$ cat src/design/bdc_pkg.sv
// Shared types and constants for the Bernstein dependency checker.
// No dependencies; imported by bdc_cell, bernstein_dependency_checker and the testbench files.
`default_nettype none

package bdc_pkg;

    localparam int VAR_COUNT          = 26;   // variables A .. Z
    localparam int WVAR_W             = 5;
    localparam int POS_W              = 4;
    localparam int MASK_W             = 16;
    localparam int DEF_MAX_STATEMENTS = 16;

    // Statement word as it travels down the cell chain.
    typedef struct packed {
        logic                 ovf;
        logic [VAR_COUNT-1:0] rset;
        logic [WVAR_W-1:0]    wvar;
    } t_stmt;

endpackage

`default_nettype wire

$ cat src/design/bdc_cell.sv
// One table entry of the checker chain: holds one stored statement and
// compares each passing statement word against it. Depends on bdc_pkg.
`default_nettype none

module bdc_cell #(
    parameter int MAX_STATEMENTS = bdc_pkg::DEF_MAX_STATEMENTS,
    parameter int IDX            = 0,
    parameter int IDX_W          = $clog2(MAX_STATEMENTS)
) (
    input  wire                      i_clk,
    input  wire                      i_rst_n,
    // word from the upstream neighbor
    input  wire                      i_valid,
    input  wire bdc_pkg::t_stmt      i_stmt,
    input  wire [IDX_W-1:0]          i_pos,
    input  wire [MAX_STATEMENTS-1:0] i_flow,
    input  wire [MAX_STATEMENTS-1:0] i_anti,
    input  wire [MAX_STATEMENTS-1:0] i_outd,
    input  wire [MAX_STATEMENTS-1:0] i_par,
    output logic                     o_move,
    // word to the downstream neighbor
    input  wire                      i_down_move,
    output logic                     o_valid,
    output bdc_pkg::t_stmt           o_stmt,
    output logic [IDX_W-1:0]         o_pos,
    output logic [MAX_STATEMENTS-1:0] o_flow,
    output logic [MAX_STATEMENTS-1:0] o_anti,
    output logic [MAX_STATEMENTS-1:0] o_outd,
    output logic [MAX_STATEMENTS-1:0] o_par
);
    import bdc_pkg::*;

    localparam logic [IDX_W-1:0] MY_POS = IDX_W'(IDX);

    logic                      r_valid;
    t_stmt                     r_stmt;
    logic [IDX_W-1:0]          r_pos;
    logic [MAX_STATEMENTS-1:0] r_flow, r_anti, r_outd, r_par;
    logic [VAR_COUNT-1:0]      r_entry_rset;
    logic [WVAR_W-1:0]         r_entry_wvar;

    logic                      live, f, a, o, store;
    logic [MAX_STATEMENTS-1:0] n_flow, n_anti, n_outd, n_par;

    // Advance when this slot is empty or its word moves on.
    assign o_move = !r_valid || i_down_move;

    always_comb begin
        live  = i_valid && !i_stmt.ovf && (i_pos > MY_POS);
        f     = live && (32'(r_entry_wvar) < VAR_COUNT)
                && ((i_stmt.rset >> r_entry_wvar) & VAR_COUNT'(1)) != '0;
        a     = live && (32'(i_stmt.wvar) < VAR_COUNT)
                && ((r_entry_rset >> i_stmt.wvar) & VAR_COUNT'(1)) != '0;
        o     = live && (r_entry_wvar == i_stmt.wvar);
        store = o_move && i_valid && !i_stmt.ovf && (i_pos == MY_POS);
        n_flow      = i_flow;
        n_anti      = i_anti;
        n_outd      = i_outd;
        n_par       = i_par;
        n_flow[IDX] = f;
        n_anti[IDX] = a;
        n_outd[IDX] = o;
        n_par[IDX]  = live && !f && !a && !o;
    end

    always_ff @(posedge i_clk) begin
        if (!i_rst_n) begin
            r_valid <= 1'b0;
        end else if (o_move) begin
            r_valid <= i_valid;
        end
    end

    always_ff @(posedge i_clk) begin
        if (o_move) begin
            r_stmt <= i_stmt;
            r_pos  <= i_pos;
            r_flow <= n_flow;
            r_anti <= n_anti;
            r_outd <= n_outd;
            r_par  <= n_par;
        end
        if (store) begin
            r_entry_rset <= i_stmt.rset;
            r_entry_wvar <= i_stmt.wvar;
        end
    end

    assign o_valid = r_valid;
    assign o_stmt  = r_stmt;
    assign o_pos   = r_pos;
    assign o_flow  = r_flow;
    assign o_anti  = r_anti;
    assign o_outd  = r_outd;
    assign o_par   = r_par;

endmodule

`default_nettype wire

$ cat config.mk
export PLATFORM = sky130hd
export DESIGN_NAME = bdc_cell
export DESIGN_NICKNAME = d
export VERILOG_FILES = /design/src/design/bdc_pkg.sv /design/src/design/bdc_cell.sv
export SDC_FILE = /design/constraint.sdc
export NUM_CORES = 1
export LEC_CHECK = 0
export ABC_AREA = 1
export BUFFER_PORTS_ARGS = -buffer_cell sky130_fd_sc_hd__buf_2
export CORE_MARGIN = 1
export CORE_UTILIZATION = 45
export CTS_CLUSTER_DIAMETER = 120
export CTS_CLUSTER_SIZE = 10
export DETAILED_ROUTE_END_ITERATION = 12
export GPL_TIMING_DRIVEN = 1
export PLACE_DENSITY = 0.81
export SETUP_SLACK_MARGIN = 0.15
export SLEW_MARGIN = 20
export SYNTH_ARGS = -nofsm -noshare
export SYNTH_HDL_FRONTEND = slang
export SYNTH_SLANG_ARGS = --single-unit
$ cat constraint.sdc
create_clock -name i_clk -period 6.8 [get_ports i_clk]
set_input_delay 1.02 -clock i_clk [delete_from_list [all_inputs] [get_ports i_clk]]
set_output_delay 1.02 -clock i_clk [all_outputs]
set_load 0.005 [all_outputs]
==> reports/metrics.csv <==
stage;metric;value;unit
worst_hold_path;min_path_cells;3;
clock_tree;hold_buffers;0;
grt;grt_max_degree;60;
place;gp_congestion;0.866;
floorplan;num_rows;36;
synth;synthArstFlopShare;0;%
worst_setup_path;reg2reg_slack;4.82;ns
power;p_comb_share;6.2;%
synth;synth_area_leader_cell;edfxtp_1;
synth;ys_ff_latch;132;
sta;rsz0062_at_grt;no;
worst_setup_path;required;5.78;ns
routing;dr.pass1.iters;4;
floorplan;core_region_area;9910;um^2
power;power.leakage;2.79;nW
cells_and_area;final_nets;609;
floorplan;die_area;10800;um^2
power;p_total;1.92;mW
floorplan;die_x;104;um
worst_hold_path;min_to;o_valid$_SDFFE_PN0N_;
power;p_seq_share;49.9;%
floorplan;initial_core_util;47.2;%
place;portBuffers;201;
routing;drc;0;
synth;synth_top_area_share;84.2;%
outcome;outcome;finished clean;
synth;synth.yosys.warnings;0;
worst_setup_path;crit_top_cell;buf_2;
worst_setup_path;cp_cell_sequence;buf_2 > nor2_1 > inv_4 > buf_2;
cells_and_area;fillCellCount;763;
clock_tree;cts_resized;0;
power;power_switching;0.398;mW
worst_setup_path;startpoint_type;input pin;
clock_tree;clockRootBuffer;clkbuf_8;
clock_tree;clk_pin_slew;0.06;ns
cells_and_area;area_growth;36.4;%
place;dp_slack;3.85;ns
worst_hold_path;hold_class;flop to flop;
place;hpwl;7.65;mm
clock_tree;cts_buffers;17;
sta;finalSetupTns;0;ns
grt;grt_pass1_wl;15.9;mm
clock_tree;cts.sinks;132;
worst_setup_path;rr_startpoint;r_entry_wvar[0]$_DFFE_PP_;
worst_setup_path;max_stage_delay;0.28;ns
routing;routed_wl;10.5;mm
synth;seq_area_frac_synth;84.6;%
worst_setup_path;r2r_end;o_par[0]$_DFFE_PN_;
floorplan;ios;206;
routing;ant_nets;0;
sta;setup_viol;0;
sta;slew_violations;0;
clock_tree;htreeDepth;4;
sta;final.min_clock_period;2.92;ns
routing;viasPerCell;4.76;
sta;finalCritPeriodShare;43.0;%
worst_setup_path;slowest_stage;nor2_1;
sta;hold_viol_final;0;
worst_setup_path;crit_type;input pin to primary output;
routing;wire_per_inst;16.2;um
run;maxCapViolations;0;
synth;syn_area;4670;um^2
worst_setup_path;end_kind;primary output;
synth;synth_cell_types;22;
sta;slew_headroom;53.4;%
synth;synth-edff-count;131;
power;irDropWorstVdd;0.000157;V
power;p_per_area;300;nW/um^2
cells_and_area;register_area;3950;um^2
grt;grt_pass1_vias;3015;
worst_setup_path;arrival;1.90;ns
sta;holdWs;0.638;ns
clock_tree;cts_tree;built;
grt;track_usage;20.2;%
synth;synthesis.nets;393;
power;p_clk_share;44.0;%
worst_hold_path;worstHoldStart;o_valid$_SDFFE_PN0N_;
routing;vias;3101;
synth;synth_ff_type;edfxtp_1;
sta;tightestPinTransition;0.700;ns
worst_setup_path;r2r_cells;8;
worst_setup_path;crit_fanout;43;
cells_and_area;diodes;0;
power;p_sw_share;20.8;%
sta;fin_worst_skew;0.00466;ns
clock_tree;clock_path_buffers;2;
clock_tree;cts_setup_buffers;0;
routing;drt_iter0_drc;186;
sta;max_freq;342;MHz
floorplan;dieHeight;104;um
synth;synth_area_leaders;edfxtp_1 (84%), nand2_1 (3.9%), nand3_1 (2.8%);
cells_and_area;layout-drive-gt1-share;46.1;%
clock_tree;clock_latency;0.51;ns
grt;overflow;0;
power;intPower;1.52;mW
synth;synthCells;289;
synth;synth.avg_cell_area;16.2;um^2
cells_and_area;multi_input_area;591;um^2
sta;fin_ws;3.88;ns
grt;antenna_found_initial;0;
-- per-stage QoR --
| step | util [%] | cells | area [um^2] |
|---|---|---|---|
| floorplan | - | 289 | 4670 |
| global placement | 58.7 | 619 | 5820 |
| detailed placement | 58.7 | 619 | 5820 |
| CTS | 64.4 | 651 | 6380 |
| global route | 64.4 | 651 | 6380 |
| finish | 64.4 | 651 | 6380 |
-- worst max-delay path: cells and delay by family --
family | cells | cell delay, ns
AND/OR/NAND/NOR | 1 | 0.28
buffers and inverters | 3 | 0.59
-- cell usage after synthesis (2+ instances only) --
cell / n
buf_6: 3
o21ai_0: 4
xnor2_1: 3
xor2_1: 2
nand2_1: 48
a21oi_1: 5
nor2_1: 27
inv_2: 4
edfxtp_1: 131
o211ai_1: 2
nand3_1: 26
inv_1: 19
o21ai_1: 6
-- cells by family after synthesis --
| logic type | share of synthesized area [%] |
|---|---|
| and+or+nand+nor | 9.34 |
| buffers and inverters | 2.92 |
| DFF | 84.6 |
| AOI/OAI and AO/OA | 2.22 |
| xor gates and xnor gates | 0.937 |
-- registers in the layout (all words and copies together), names as in the netlist --
signal,cells
r_entry_rset,26
r_entry_wvar,5
o_flow,16
o_pos,4
o_valid,1
o_stmt,32
o_par,16
o_anti,16
o_outd,16
-- layer usage --
| layer | vias to the layer above | global-route usage, % | part of all wire (%) |
|---|---|---|---|
| li1 | 1474 | - | - |
| met1 | 1454 | 22.4 | 38 |
| met2 | 156 | 34.6 | 53 |
| met3 | 17 | 7.46 | 6.9 |
| met4 | 0 | 9.59 | 2.4 |
| met5 | - | 0 | 0 |
-- worst max path at each step --
stage / slack, ns / depth (start not counted) / endpoint / start
6_report: 3.88 / 4 / o_move / i_down_move
5_1_grt: 3.81 / 4 / o_move / i_down_move
4_1_cts: 3.86 / 4 / o_move / i_down_move
3_5_place_dp: 3.85 / 4 / o_move / i_down_move
3_3_place_gp: 3.89 / 4 / o_move / i_down_move
2_1_floorplan: 2.16 / 3 / r_entry_rset[0]$_DFFE_PP_ / i_pos[1]
-- cell usage in the layout, fill, tap and decap left out --
cell,count
nor4_2,2
buf_2,201
clkbuf_8,1
inv_4,1
o21ai_1,6
bufinv_16,2
a31oi_1,1
o211ai_1,2
buf_4,2
clkinv_2,4
clkinv_4,4
dfxtp_1,1
a21oi_1,5
clkbuf_1,2
clkinv_1,1
o21ai_0,4
clkinvlp_4,1
inv_6,1
inv_2,4
clkbuf_16,16
nor2_1,27
or2_1,1
nand3_1,26
xnor2_1,3
edfxtp_1,131
nand2_1,48
o21a_1,1
inv_1,18
xor2_1,2
-- power groups by stage --
stage / Combinational, mW / Sequential [mW] / Clock, mW
after floorplan: 0.0273 / 0.980 / 0
after global placement: 0.116 / 0.970 / 0
after detailed placement: 0.120 / 0.972 / 0
after CTS: 0.120 / 0.956 / 0.865
after global routing: 0.129 / 0.959 / 0.901
final: 0.118 / 0.955 / 0.843
-- final cells by class --
class,count,share of cell area (%)
Clock buffer,19,6.61
Timing Repair Buffer,203,16.0
Multi-Input combinational cell,128,9.26
Inverter,23,1.39
Sequential cell,132,62.0
Clock inverter,13,2.12
Tap cell,133,2.61
Note: power is estimated with default switching activity, not from simulation.
